==> src/design/mcsp_pkg.sv <==
// shared types and constants for the mqtt connect stream parser
package mcsp_pkg;

  localparam logic [2:0] KIND_FIXED   = 3'd0;
  localparam logic [2:0] KIND_CONNECT = 3'd1;
  localparam logic [2:0] KIND_STR_LEN = 3'd2;
  localparam logic [2:0] KIND_STR_BYTE = 3'd3;
  localparam logic [2:0] KIND_CONNACK = 3'd4;

  localparam logic [3:0] TYPE_CONNECT = 4'd1;

  localparam logic [2:0] TAG_PROTO_NAME = 3'd0;
  localparam logic [2:0] TAG_CLIENT_ID  = 3'd1;
  localparam logic [2:0] TAG_WILL_TOPIC = 3'd2;
  localparam logic [2:0] TAG_WILL_MSG   = 3'd3;
  localparam logic [2:0] TAG_USER       = 3'd4;
  localparam logic [2:0] TAG_PASSWORD   = 3'd5;

  localparam logic [7:0] CONNACK_BYTE0 = 8'h20;
  localparam logic [7:0] CONNACK_BYTE1 = 8'h02;
  localparam logic [7:0] CONNACK_ZERO  = 8'h00;
  localparam logic [2:0] CONNACK_LEN   = 3'd4;

  typedef struct packed {
    logic [2:0]  record_kind;
    logic [3:0]  packet_type;
    logic [3:0]  header_flags;
    logic [27:0] rem_len;
    logic [7:0]  proto_level;
    logic [7:0]  connect_flags;
    logic [15:0] ka_secs;
    logic [2:0]  string_tag;
    logic [15:0] string_length;
    logic [7:0]  out_byte;
    logic        last;
  } rec_t;

  typedef struct packed {
    logic       found;
    logic [2:0] tag;
  } next_field_t;

endpackage

==> src/design/mcsp_in_if.sv <==
// input byte channel of the mqtt connect stream parser
interface mcsp_in_if;
  logic       valid;
  logic       ready;
  logic [7:0] data_byte;
  logic       packet_start;

  modport source(output valid, data_byte, packet_start, input ready);
  modport sink(input valid, data_byte, packet_start, output ready);
endinterface

==> src/design/mcsp_out_if.sv <==
// result record channel of the mqtt connect stream parser
interface mcsp_out_if;
  logic        valid;
  logic        ready;
  logic [2:0]  record_kind;
  logic [3:0]  packet_type;
  logic [3:0]  header_flags;
  logic [27:0] rem_len;
  logic [7:0]  proto_level;
  logic [7:0]  connect_flags;
  logic [15:0] ka_secs;
  logic [2:0]  string_tag;
  logic [15:0] string_length;
  logic [7:0]  out_byte;
  logic        last;

  modport source(output valid, record_kind, packet_type, header_flags, rem_len,
                 proto_level, connect_flags, ka_secs, string_tag, string_length,
                 out_byte, last, input ready);
  modport sink(input valid, record_kind, packet_type, header_flags, rem_len,
               proto_level, connect_flags, ka_secs, string_tag, string_length,
               out_byte, last, output ready);
endinterface

==> src/design/mqtt_connect_stream_parser.sv <==
// mqtt connect stream parser top level: header decode, field walk and connack replay
//
//   channel  | dir | handshake     | payload
//   in_s     | in  | valid / ready | data_byte, packet_start
//   out_m    | out | valid / ready | record fields, last
//
// one input byte is taken per cycle while out_m keeps up; its state update is done in the accept cycle
// and any result item shows on out_m the next cycle from the output register
// the final byte of the last field yields five items (record plus four connack
// bytes), so in_s stalls there until the last connack byte is being taken
// rst_n clears the parser phase and empties the output register; bytes before a start are dropped
// in_s.ready is low while the output register holds items beyond the one being taken
module mqtt_connect_stream_parser
  import mcsp_pkg::*;
(
  input  logic      clk,
  input  logic      rst_n,
  mcsp_in_if.sink   in_s,
  mcsp_out_if.source out_m
);

  typedef enum logic [9:0] {
    PH_IDLE     = 10'b00_0000_0001,
    PH_LEN      = 10'b00_0000_0010,
    PH_STR_HI   = 10'b00_0000_0100,
    PH_STR_LO   = 10'b00_0000_1000,
    PH_STR_BODY = 10'b00_0001_0000,
    PH_LEVEL    = 10'b00_0010_0000,
    PH_FLAGS    = 10'b00_0100_0000,
    PH_KA_HI    = 10'b00_1000_0000,
    PH_KA_LO    = 10'b01_0000_0000,
    PH_SKIP     = 10'b10_0000_0000
  } phase_t;

  function automatic logic tag_present(input logic [2:0] t, input logic [7:0] cf);
    logic p;
    p = 1'b1;
    if (t == TAG_WILL_TOPIC || t == TAG_WILL_MSG) p = cf[2];
    else if (t == TAG_USER) p = cf[6];
    else if (t == TAG_PASSWORD) p = cf[7];
    return p;
  endfunction

  function automatic next_field_t next_field(input logic [2:0] cur, input logic [7:0] cf);
    next_field_t nf;
    nf = '0;
    for (int t = 1; t <= 5; t++) begin
      if (!nf.found && 3'(t) > cur && tag_present(3'(t), cf)) begin
        nf.found = 1'b1;
        nf.tag   = 3'(t);
      end
    end
    return nf;
  endfunction

  phase_t      phase_r, phase_nxt;
  logic [27:0] accum_r, accum_nxt;
  logic [1:0]  len_cnt_r, len_cnt_nxt;
  logic [3:0]  type_r, type_nxt;
  logic [3:0]  hflags_r, hflags_nxt;
  logic [7:0]  level_r, level_nxt;
  logic [7:0]  cflags_r, cflags_nxt;
  logic [7:0]  hold_r, hold_nxt;
  logic [2:0]  tag_r, tag_nxt;
  logic [15:0] left_r, left_nxt;

  rec_t        rec_r, rec_c;
  logic        rec_pend_r, rec_pend_nxt;
  logic [2:0]  ack_cnt_r, ack_cnt_nxt;
  logic        rec_ok, ack_go;

  logic [7:0]  b;
  logic [27:0] len_part;
  logic [27:0] acc;
  logic [15:0] str_len;
  logic [15:0] left_dec;
  next_field_t nf;
  logic        in_fire, out_fire, out_valid, last_piece;
  rec_t        ack_rec, out_rec;

  assign b        = in_s.data_byte;
  assign str_len  = {hold_r, b};
  assign left_dec = left_r - 16'd1;
  assign nf       = next_field(tag_r, cflags_r);

  always_comb begin
    case (len_cnt_r)
      2'd0:    len_part = {21'd0, b[6:0]};
      2'd1:    len_part = {14'd0, b[6:0], 7'd0};
      2'd2:    len_part = {7'd0, b[6:0], 14'd0};
      default: len_part = {b[6:0], 21'd0};
    endcase
  end
  assign acc = accum_r | len_part;

  always_comb begin
    phase_nxt   = phase_r;
    accum_nxt   = accum_r;
    len_cnt_nxt = len_cnt_r;
    type_nxt    = type_r;
    hflags_nxt  = hflags_r;
    level_nxt   = level_r;
    cflags_nxt  = cflags_r;
    hold_nxt    = hold_r;
    tag_nxt     = tag_r;
    left_nxt    = left_r;
    rec_c       = '0;
    rec_ok      = 1'b0;
    ack_go      = 1'b0;
    if (in_s.packet_start) begin
      type_nxt    = b[7:4];
      hflags_nxt  = b[3:0];
      accum_nxt   = '0;
      len_cnt_nxt = '0;
      phase_nxt   = PH_LEN;
    end else begin
      unique case (phase_r)
        PH_LEN: begin
          accum_nxt = acc;
          if (!b[7] || len_cnt_r == 2'd3) begin
            rec_ok             = 1'b1;
            rec_c.record_kind  = KIND_FIXED;
            rec_c.packet_type  = type_r;
            rec_c.header_flags = hflags_r;
            rec_c.rem_len      = acc;
            if (type_r == TYPE_CONNECT) begin
              tag_nxt   = TAG_PROTO_NAME;
              phase_nxt = PH_STR_HI;
            end else begin
              rec_c.last = 1'b1;
              phase_nxt  = PH_SKIP;
            end
          end else begin
            len_cnt_nxt = len_cnt_r + 2'd1;
          end
        end
        PH_STR_HI: begin
          hold_nxt  = b;
          phase_nxt = PH_STR_LO;
        end
        PH_STR_LO, PH_STR_BODY: begin
          rec_ok           = 1'b1;
          rec_c.string_tag = tag_r;
          if (phase_r == PH_STR_LO) begin
            rec_c.record_kind   = KIND_STR_LEN;
            rec_c.string_length = str_len;
            left_nxt            = str_len;
          end else begin
            rec_c.record_kind = KIND_STR_BYTE;
            rec_c.out_byte    = b;
            left_nxt          = left_dec;
          end
          if (left_nxt == 16'd0) begin
            rec_c.last = 1'b1;
            if (tag_r == TAG_PROTO_NAME) begin
              phase_nxt = PH_LEVEL;
            end else if (nf.found) begin
              tag_nxt   = nf.tag;
              phase_nxt = PH_STR_HI;
            end else begin
              ack_go    = 1'b1;
              phase_nxt = PH_SKIP;
            end
          end else begin
            phase_nxt = PH_STR_BODY;
          end
        end
        PH_LEVEL: begin
          level_nxt = b;
          phase_nxt = PH_FLAGS;
        end
        PH_FLAGS: begin
          cflags_nxt = b;
          phase_nxt  = PH_KA_HI;
        end
        PH_KA_HI: begin
          hold_nxt  = b;
          phase_nxt = PH_KA_LO;
        end
        PH_KA_LO: begin
          rec_ok              = 1'b1;
          rec_c.record_kind   = KIND_CONNECT;
          rec_c.proto_level   = level_r;
          rec_c.connect_flags = cflags_r;
          rec_c.ka_secs       = str_len;
          tag_nxt             = TAG_CLIENT_ID;
          phase_nxt           = PH_STR_HI;
        end
        PH_IDLE, PH_SKIP: begin
          phase_nxt = phase_r;
        end
        default: begin
          phase_nxt = PH_IDLE;
        end
      endcase
    end
  end

  // output register: one pending record followed by up to four connack bytes
  assign out_valid  = rec_pend_r || (ack_cnt_r != 3'd0);
  assign last_piece = rec_pend_r ? (ack_cnt_r == 3'd0) : (ack_cnt_r == 3'd1);
  assign in_s.ready = !out_valid || (out_m.ready && last_piece);
  assign in_fire    = in_s.valid && in_s.ready;
  assign out_fire   = out_valid && out_m.ready;

  always_comb begin
    rec_pend_nxt = rec_pend_r;
    ack_cnt_nxt  = ack_cnt_r;
    if (in_fire) begin
      rec_pend_nxt = rec_ok;
      ack_cnt_nxt  = ack_go ? CONNACK_LEN : 3'd0;
    end else if (out_fire) begin
      if (rec_pend_r) rec_pend_nxt = 1'b0;
      else ack_cnt_nxt = ack_cnt_r - 3'd1;
    end
  end

  always_ff @(posedge clk) begin
    if (!rst_n) begin
      phase_r    <= PH_IDLE;
      accum_r    <= '0;
      len_cnt_r  <= '0;
      type_r     <= '0;
      hflags_r   <= '0;
      level_r    <= '0;
      cflags_r   <= '0;
      hold_r     <= '0;
      tag_r      <= '0;
      left_r     <= '0;
      rec_pend_r <= 1'b0;
      ack_cnt_r  <= '0;
    end else begin
      if (in_fire) begin
        phase_r   <= phase_nxt;
        accum_r   <= accum_nxt;
        len_cnt_r <= len_cnt_nxt;
        type_r    <= type_nxt;
        hflags_r  <= hflags_nxt;
        level_r   <= level_nxt;
        cflags_r  <= cflags_nxt;
        hold_r    <= hold_nxt;
        tag_r     <= tag_nxt;
        left_r    <= left_nxt;
      end
      rec_pend_r <= rec_pend_nxt;
      ack_cnt_r  <= ack_cnt_nxt;
    end
  end

  always_ff @(posedge clk) begin
    if (in_fire) rec_r <= rec_c;
  end

  always_comb begin
    ack_rec             = '0;
    ack_rec.record_kind = KIND_CONNACK;
    ack_rec.last        = (ack_cnt_r == 3'd1);
    case (ack_cnt_r)
      3'd4:    ack_rec.out_byte = CONNACK_BYTE0;
      3'd3:    ack_rec.out_byte = CONNACK_BYTE1;
      default: ack_rec.out_byte = CONNACK_ZERO;
    endcase
  end

  assign out_rec = rec_pend_r ? rec_r : ack_rec;

  assign out_m.valid         = out_valid;
  assign out_m.record_kind   = out_rec.record_kind;
  assign out_m.packet_type   = out_rec.packet_type;
  assign out_m.header_flags  = out_rec.header_flags;
  assign out_m.rem_len       = out_rec.rem_len;
  assign out_m.proto_level   = out_rec.proto_level;
  assign out_m.connect_flags = out_rec.connect_flags;
  assign out_m.ka_secs       = out_rec.ka_secs;
  assign out_m.string_tag    = out_rec.string_tag;
  assign out_m.string_length = out_rec.string_length;
  assign out_m.out_byte      = out_rec.out_byte;
  assign out_m.last          = out_rec.last;

  // connack replay never holds more than four bytes
  a_ack_bound: assert property (@(posedge clk) disable iff (!rst_n)
    ack_cnt_r <= CONNACK_LEN)
    else $error("connack count out of range");

  // pending connack bytes only follow the end of the last field
  a_ack_skip: assert property (@(posedge clk) disable iff (!rst_n)
    ack_cnt_r != 3'd0 |-> phase_r == PH_SKIP)
    else $error("connack pending outside skip phase");

  // a record queued ahead of the connack is the final item of its string
  a_rec_last: assert property (@(posedge clk) disable iff (!rst_n)
    (rec_pend_r && ack_cnt_r != 3'd0) |-> rec_r.last)
    else $error("record before connack not marked last");

  // a start byte always leads into the length field
  a_start_len: assert property (@(posedge clk) disable iff (!rst_n)
    (in_fire && in_s.packet_start) |=> phase_r == PH_LEN)
    else $error("start item did not enter length phase");

endmodule
==> src/flat_wrapper.sv <==
// flat-port wrapper written by rule: the top's interface ports become plain ports
module mqtt_connect_stream_parser_flat import mcsp_pkg::*;
  (clk, rst_n, in_s_valid, in_s_data_byte, in_s_packet_start, in_s_ready, out_m_valid, out_m_record_kind, out_m_packet_type, out_m_header_flags, out_m_rem_len, out_m_proto_level, out_m_connect_flags, out_m_ka_secs, out_m_string_tag, out_m_string_length, out_m_out_byte, out_m_last, out_m_ready);
  mcsp_in_if in_s_i ();
  mcsp_out_if out_m_i ();
  input  logic clk;
  input  logic rst_n;
  input wire logic [$bits(in_s_i.valid)-1:0] in_s_valid;
  input wire logic [$bits(in_s_i.data_byte)-1:0] in_s_data_byte;
  input wire logic [$bits(in_s_i.packet_start)-1:0] in_s_packet_start;
  output wire logic [$bits(in_s_i.ready)-1:0] in_s_ready;
  output wire logic [$bits(out_m_i.valid)-1:0] out_m_valid;
  output wire logic [$bits(out_m_i.record_kind)-1:0] out_m_record_kind;
  output wire logic [$bits(out_m_i.packet_type)-1:0] out_m_packet_type;
  output wire logic [$bits(out_m_i.header_flags)-1:0] out_m_header_flags;
  output wire logic [$bits(out_m_i.rem_len)-1:0] out_m_rem_len;
  output wire logic [$bits(out_m_i.proto_level)-1:0] out_m_proto_level;
  output wire logic [$bits(out_m_i.connect_flags)-1:0] out_m_connect_flags;
  output wire logic [$bits(out_m_i.ka_secs)-1:0] out_m_ka_secs;
  output wire logic [$bits(out_m_i.string_tag)-1:0] out_m_string_tag;
  output wire logic [$bits(out_m_i.string_length)-1:0] out_m_string_length;
  output wire logic [$bits(out_m_i.out_byte)-1:0] out_m_out_byte;
  output wire logic [$bits(out_m_i.last)-1:0] out_m_last;
  input wire logic [$bits(out_m_i.ready)-1:0] out_m_ready;
  assign in_s_i.valid = in_s_valid;
  assign in_s_i.data_byte = in_s_data_byte;
  assign in_s_i.packet_start = in_s_packet_start;
  assign in_s_ready = in_s_i.ready;
  assign out_m_valid = out_m_i.valid;
  assign out_m_record_kind = out_m_i.record_kind;
  assign out_m_packet_type = out_m_i.packet_type;
  assign out_m_header_flags = out_m_i.header_flags;
  assign out_m_rem_len = out_m_i.rem_len;
  assign out_m_proto_level = out_m_i.proto_level;
  assign out_m_connect_flags = out_m_i.connect_flags;
  assign out_m_ka_secs = out_m_i.ka_secs;
  assign out_m_string_tag = out_m_i.string_tag;
  assign out_m_string_length = out_m_i.string_length;
  assign out_m_out_byte = out_m_i.out_byte;
  assign out_m_last = out_m_i.last;
  assign out_m_i.ready = out_m_ready;
  mqtt_connect_stream_parser u_core (.clk(clk), .rst_n(rst_n), .in_s(in_s_i), .out_m(out_m_i));
endmodule
==> config.mk <==
export PLATFORM = sky130hd
export DESIGN_NAME = mqtt_connect_stream_parser_flat
export DESIGN_NICKNAME = d
export VERILOG_FILES = /design/src/design/mcsp_pkg.sv /design/src/design/mcsp_in_if.sv /design/src/design/mcsp_out_if.sv /design/src/design/mqtt_connect_stream_parser.sv /design/src/flat_wrapper.sv
export SDC_FILE = /design/constraint.sdc
export NUM_CORES = 1
export LEC_CHECK = 0
export ABC_CLOCK_PERIOD_IN_PS = 8119
export BUFFER_PORTS_ARGS = -buffer_cell sky130_fd_sc_hd__buf_4
export CORE_MARGIN = 2
export CORE_UTILIZATION = 54
export DETAILED_ROUTE_END_ITERATION = 6
export HOLD_SLACK_MARGIN = 0.15
export PLACE_DENSITY = 0.75
export SETUP_SLACK_MARGIN = 0.1
export SYNTH_ARGS = -nofsm -noshare
export SYNTH_HDL_FRONTEND = slang
export SYNTH_SLANG_ARGS = --single-unit
==> constraint.sdc <==
create_clock -name clk -period 8.12 [get_ports clk]
set_input_delay 0.812 -clock clk [delete_from_list [all_inputs] [get_ports clk]]
set_output_delay 0.812 -clock clk [all_outputs]
set_load 0.1 [all_outputs]
# After elaboration in Yosys (flattened, before gate mapping)
# Cells that the tools add are included.
[op_classes]
add_sub_neg = 3
order_cmp = 5
n_eq_ne = 26
n_mux = 50
bitwise = 7
reduce_logical = 47
[op_table]
columns = ["cell", "count"]
rows = [
  ["$mux 99", 1],
  ["$pmux 28 s3", 1],
  ["$pmux 10 s8", 1],
  ["$mux 10", 6],
  ["$mux 28", 2],
  ["$mux 16", 3],
  ["$or 28x28->28", 1],
  ["$mux 3", 9],
  ["$mux 4", 5],
  ["$reduce_and 3->1", 6],
  ["$logic_not 16->1", 1],
  ["$sub 16x1->16 const B", 1],
  ["$mux 1", 14],
  ["$pmux 6 s2", 1],
  ["$reduce_or 3->1", 4],
  ["$logic_and 1x1->1", 11],
  ["$eq 10x1->1 const B", 1],
  ["$eq 10x10->1 const B", 1],
  ["$eq 10x2->1 const B", 1],
  ["$eq 10x3->1 const B", 1],
  ["$eq 10x4->1 const B", 1],
  ["$eq 10x5->1 const B", 1],
  ["$eq 10x6->1 const B", 1],
  ["$eq 10x7->1 const B", 1],
  ["other kinds (30)", 63],
]
[word_totals]
register_bits = 194
in_bits = 13

# Longest topological paths before layout
[logic_depth]
ltp_word = 25
depth_mapped = 10
ltp_nobuf = 9

# Least setup slack after synthesis
# Ideal clock, no wire load.
[synth_timing]
path_kind = "input port to flip-flop"
startpoint = "in out_m_ready"
endpoint = "reg u_core.accum_r[10]"
setup_time_ns = 0.118
t_arrival_ns = 3.594
path_slack_ns = 4.408
path_stages = 8
cell_sequence = "a21oi_1 > o21ai_1 > nand3b_1 > inv_2 > nand2_1 > clkbuf_1 > a22oi_1 > nor2b_1"
[synth_between]
elab_chain_len = 4
[synth_rtl]
columns = ["item", "line", "rtl"]
rows = [
  ["from (decl)", "flat_wrapper.sv:24", "input wire logic [$bits(out_m_i.ready)-1:0] out_m_ready;"],
  ["$logic_and 1x1->1", "mqtt_connect_stream_parser.sv:202", "assign in_s.ready = !out_valid || (out_m.ready && last_piece);"],
  ["$logic_or 1x1->1", "mqtt_connect_stream_parser.sv:202", ""],
  ["$logic_and 1x1->1", "mqtt_connect_stream_parser.sv:203", "assign in_fire = in_s.valid && in_s.ready;"],
  ["net u_core.in_fire", "mqtt_connect_stream_parser.sv:78", "logic in_fire, out_fire, out_valid, last_piece;"],
  ["$reduce_and 2->1 (no source line)", "--", ""],
  ["to (signal assigned)", "mqtt_connect_stream_parser.sv:235", "accum_r <= accum_nxt;"],
  ["to (decl)", "mqtt_connect_stream_parser.sv:57", "logic [27:0] accum_r, accum_nxt;"],
]
# The timed path passes the listed nets, and every way through them passes these cells.
# A chain may end at the register's enable or synchronous reset.

# Worst setup path in the final report
[layout_timing]
startpoint = "reg u_core.phase_r[2]"
endpoint = "reg u_core.phase_r[5]"
[layout_between]
elab_chain_len = 8
elab_cells_between_ends = 22
[layout_rtl]
columns = ["item", "line", "rtl"]
rows = [
  ["from (decl)", "mqtt_connect_stream_parser.sv:56", "phase_t phase_r, phase_nxt;"],
  ["from (signal assigned)", "mqtt_connect_stream_parser.sv:234", "phase_r <= phase_nxt;"],
  ["$eq 10x4->1", "mqtt_connect_stream_parser.sv:117, mqtt_connect_stream_parser.sv:144", ""],
  ["$mux 16", "mqtt_connect_stream_parser.sv:144", "if (phase_r == PH_STR_LO) begin"],
  ["$mux 16", "mqtt_connect_stream_parser.sv:117", "unique case (phase_r)"],
  ["$mux 16", "mqtt_connect_stream_parser.sv:110", "if (in_s.packet_start) begin"],
  ["$logic_not 16->1", "mqtt_connect_stream_parser.sv:153", "if (left_nxt == 16'd0) begin"],
  ["$mux 10", "mqtt_connect_stream_parser.sv:153", ""],
  ["$pmux 10 s8", "mqtt_connect_stream_parser.sv:117", ""],
  ["$mux 10", "mqtt_connect_stream_parser.sv:110", ""],
]
# Several ways; a longest one is shown, not always the timed one. The select of a mux whose other input is x is not followed.

==> metrics.txt <==
# TYPE chip_impl_metric gauge
chip_impl_metric{name="syn_area",unit="um2"} 9480
chip_impl_metric{name="fin_nets",unit=""} 1048
chip_impl_metric{name="mappedNetlistNets",unit=""} 989
chip_impl_metric{name="detail_route.wirelength",unit="um"} 21600
chip_impl_metric{name="fmax",unit="MHz"} 287
chip_impl_metric{name="finalSetupViolations",unit=""} 0
chip_impl_metric{name="antenna_violations_before_repair",unit=""} 0
chip_impl_metric{name="cellPowerDensity",unit="nW/um2"} 229
chip_impl_metric{name="core_region_area",unit="um2"} 17200
chip_impl_metric{name="synth_cell_type_count",unit=""} 68
chip_impl_info{name="final_cell_mix",value="sky130_fd_sc_hd__and2_1, sky130_fd_sc_hd__buf_4, sky130_fd_sc_hd__edfxtp_1"} 1
chip_impl_metric{name="floorplan.die_area",unit="um2"} 18600
chip_impl_metric{name="ctsLongestPathBuffers",unit=""} 2
chip_impl_metric{name="drive_above_1_share",unit="%"} 16.4
chip_impl_metric{name="drt_iter0_markers",unit=""} 622
chip_impl_metric{name="antennaDiodeCount",unit=""} 0
chip_impl_metric{name="ys_async_sr_fraction",unit="%"} 0
chip_impl_metric{name="area_growth_syn_to_layout",unit="%"} 15.1
chip_impl_info{name="root_buffer",value="sky130_fd_sc_hd__clkbuf_16"} 1
chip_impl_metric{name="drv.max_cap_violation_count",unit=""} 0
chip_impl_metric{name="floorplan.io_pins",unit=""} 114
chip_impl_metric{name="finalWorstPathRequiredPeriod",unit="ns"} 3.48
chip_impl_metric{name="cp_data_arrival_time",unit="ns"} 3.84
chip_impl_metric{name="max_slew_margin",unit="%"} 21.0
chip_impl_metric{name="dpl.hpwl",unit="um"} 14100
chip_impl_metric{name="worst_clock_skew",unit="ns"} 0.00554
chip_impl_info{name="critPathKind",value="flip-flop to flip-flop"} 1
chip_impl_metric{name="finalWeightedCongestion",unit=""} 0.948
chip_impl_metric{name="die_width",unit="um"} 136
chip_impl_metric{name="number_of_enable_flip_flop_cells_after_synthesis",unit=""} 98
chip_impl_metric{name="path_clk_slew",unit="ns"} 0.07
chip_impl_metric{name="grt_start_max_net_pins",unit=""} 104
chip_impl_metric{name="setup_tns",unit="ns"} 0
chip_impl_metric{name="hold_viol",unit=""} 0
chip_impl_metric{name="global_route_wire_length_before_repair",unit="um"} 33800
chip_impl_metric{name="seq_area_frac_synth",unit="%"} 51.1
chip_impl_metric{name="synth.avg_cell_area",unit="um2"} 9.81
chip_impl_info{name="worst_setup_path_start_kind",value="flip-flop"} 1
chip_impl_metric{name="worstPathMaxFanout",unit=""} 17
chip_impl_metric{name="worst_ep_required_time",unit="ns"} 8.48
chip_impl_metric{name="drcViolationCount",unit=""} 0
chip_impl_metric{name="postCtsHoldBufs",unit=""} 0
chip_impl_metric{name="dr_total_vias",unit=""} 7172
chip_impl_metric{name="layout.core_utilization",unit="%"} 63.3
chip_impl_metric{name="floorplan.initialDensity",unit="%"} 55.0
chip_impl_metric{name="timing_max_transition_violations_final",unit=""} 0
chip_impl_metric{name="grt_overflow",unit=""} 0
chip_impl_metric{name="power_leakage",unit="nW"} 4.28
chip_impl_metric{name="ant_nets",unit=""} 0
chip_impl_info{name="ys_top_cells_by_area",value="sky130_fd_sc_hd__edfxtp_1, sky130_fd_sc_hd__dfxtp_1, sky130_fd_sc_hd__and2_1"} 1
chip_impl_metric{name="yosys.area.top_type_share",unit="%"} 31.1
chip_impl_metric{name="synth_seq_cells",unit=""} 193
chip_impl_metric{name="globalRouteTotalUtil",unit="%"} 23.4
chip_impl_info{name="cts_tree",value="yes"} 1
chip_impl_metric{name="sink_count",unit=""} 193
chip_impl_info{name="most_common_library_cell_in_the_layout_ignoring_fill_and_taps",value="sky130_fd_sc_hd__and2_1"} 1
chip_impl_metric{name="drt_pre_antenna_iters",unit=""} 6
chip_impl_metric{name="rows",unit=""} 48
chip_impl_metric{name="routed_via_count_divided_by_cell_count",unit=""} 5.68
chip_impl_metric{name="dp_cells",unit=""} 1231
chip_impl_metric{name="worst_ir_drop_vdd",unit="uV"} 160
chip_impl_metric{name="placement.io_buffers",unit=""} 113
chip_impl_metric{name="ys.warnings.count",unit=""} 0
chip_impl_info{name="synthFlopType",value="sky130_fd_sc_hd__edfxtp_1"} 1
chip_impl_info{name="synth_area_leader_cell",value="sky130_fd_sc_hd__edfxtp_1"} 1
chip_impl_metric{name="postSynthCellCount",unit=""} 966
chip_impl_info{name="min-delay-path-class",value="flip-flop to flip-flop"} 1
chip_impl_info{name="unrepaired_setup_endpoints_after_global_routing",value="false"} 1
chip_impl_metric{name="htree_levels",unit=""} 4
chip_impl_metric{name="numCtsBuffers",unit=""} 17
chip_impl_metric{name="post_drt_wl_per_cell",unit="um"} 17.1
chip_impl_metric{name="max_slew.worst_pin.slew",unit="ns"} 1.18
chip_impl_metric{name="cts-resized-gates",unit=""} 0
chip_impl_metric{name="holdWs",unit="ns"} 0.468
chip_impl_metric{name="clkLatencyLatePin",unit="ns"} 0.43
chip_impl_info{name="outcome",value="finished clean"} 1
chip_impl_metric{name="fillers",unit=""} 1437
chip_impl_metric{name="cts_setup_buffers",unit=""} 0
chip_impl_info{name="worstSetupEndpointType",value="flip-flop"} 1
chip_impl_metric{name="instances_no_fill",unit=""} 1263
chip_impl_metric{name="postLayoutSetupSlackWorst",unit="ns"} 4.64
chip_impl_metric{name="final.period_utilization",unit="%"} 42.9
chip_impl_metric{name="grt_pass1_vias",unit=""} 6298
chip_impl_metric{name="die-height",unit="um"} 136
chip_impl_metric{name="dpl_worst_slack",unit="ns"} 4.68
-- synth_stat cells, types with 22 or more instances --
| cell | n |
|---|---|
| sky130_fd_sc_hd__dfxtp_1 | 95 |
| sky130_fd_sc_hd__mux2i_1 | 22 |
| sky130_fd_sc_hd__and2_1 | 171 |
| sky130_fd_sc_hd__clkbuf_1 | 69 |
| sky130_fd_sc_hd__nor2b_1 | 62 |
| sky130_fd_sc_hd__edfxtp_1 | 98 |
| sky130_fd_sc_hd__o21ai_0 | 25 |
| sky130_fd_sc_hd__a22oi_1 | 34 |
| sky130_fd_sc_hd__a21oi_1 | 51 |
| sky130_fd_sc_hd__nand3_1 | 26 |
| sky130_fd_sc_hd__nand2_1 | 40 |
| sky130_fd_sc_hd__nor2_1 | 73 |
-- power by group --
part / internal, mW / switching (mW) / total, mW
Clock: 0.412 / 0.382 / 0.794
Sequential: 1.22 / 0.0484 / 1.27
Combinational: 0.0929 / 0.339 / 0.432
Total: 1.72 / 0.769 / 2.49
-- path summary, 6_finish.rpt --
path,startpoint,endpoint,slack (ns),cells after the start
worst min-delay path,u_core.cflags_r[3],u_core.cflags_r[3],0.47,2
worst max-delay path,u_core.phase_r[2],u_core.phase_r[5],4.64,8
worst min register to register,u_core.cflags_r[3],u_core.cflags_r[3],0.47,2
worst max register to register,u_core.phase_r[2],u_core.phase_r[5],4.64,8
-- worst max-delay path, cell delays in order, from the launching register on --
cell	delay [ns]
sky130_fd_sc_hd__dfxtp_1	0.35
sky130_fd_sc_hd__nor3_1	0.95
sky130_fd_sc_hd__nand4_1	0.40
sky130_fd_sc_hd__buf_4	0.33
sky130_fd_sc_hd__nor2_1	0.19
sky130_fd_sc_hd__o21ai_0	0.14
sky130_fd_sc_hd__a211o_4	0.39
sky130_fd_sc_hd__or4_1	0.51
sky130_fd_sc_hd__a21boi_1	0.14
-- per-stage QoR --
step                total power [mW]  area (um2)
floorplan                       1.60        9480
global placement                1.71       10300
detailed placement              1.72       10300
CTS                             2.50       10900
global route                    2.58       10900
finish                          2.49       10900
-- final cells by class --
| cell class | instances | area, um2 | share of cell area [%] |
|---|---|---|---|
| Tap cell | 225 | 282 | 2.58 |
| Sequential cell | 193 | 4850 | 44.4 |
| Clock buffer | 19 | 443 | 4.06 |
| Clock inverter | 13 | 123 | 1.12 |
| Multi-Input combinational cell | 675 | 4240 | 38.9 |
| Inverter | 18 | 70.1 | 0.643 |
| Timing Repair Buffer | 120 | 901 | 8.26 |
-- routing by layer --
layer	vias to the layer above	global-route usage [%]	wire [um]
li1	3493	-	-
met1	3382	32.5	9960
met2	260	37.6	9950
met3	37	4.29	1290
met4	0	6.77	379
met5	-	0	0
-- cell families after synthesis --
group	Yosys count	share of synthesized area, %
DFF	193	51.1
AOI/OAI and AO/OA	184	13.2
and+or+nand+nor	453	27.3
xor gates and xnor gates	6	0.555
buffers and inverters	98	4.12
muxes	22	2.32
adders and majority gates	10	1.32
-- flip-flops by register name (all words and copies together), names as in the netlist --
| signal | cells |
|---|---|
| u_core.left_r | 16 |
| u_core.type_r | 4 |
| u_core.hold_r | 8 |
| u_core.cflags_r | 8 |
| u_core.rec_r | 98 |
| u_core.rec_pend_r | 1 |
| u_core.len_cnt_r | 2 |
| u_core.tag_r | 3 |
| u_core.ack_cnt_r | 3 |
| u_core.level_r | 8 |
| u_core.accum_r | 28 |
| u_core.phase_r | 10 |
| u_core.hflags_r | 4 |
Note: power is estimated with default switching activity, not from simulation.
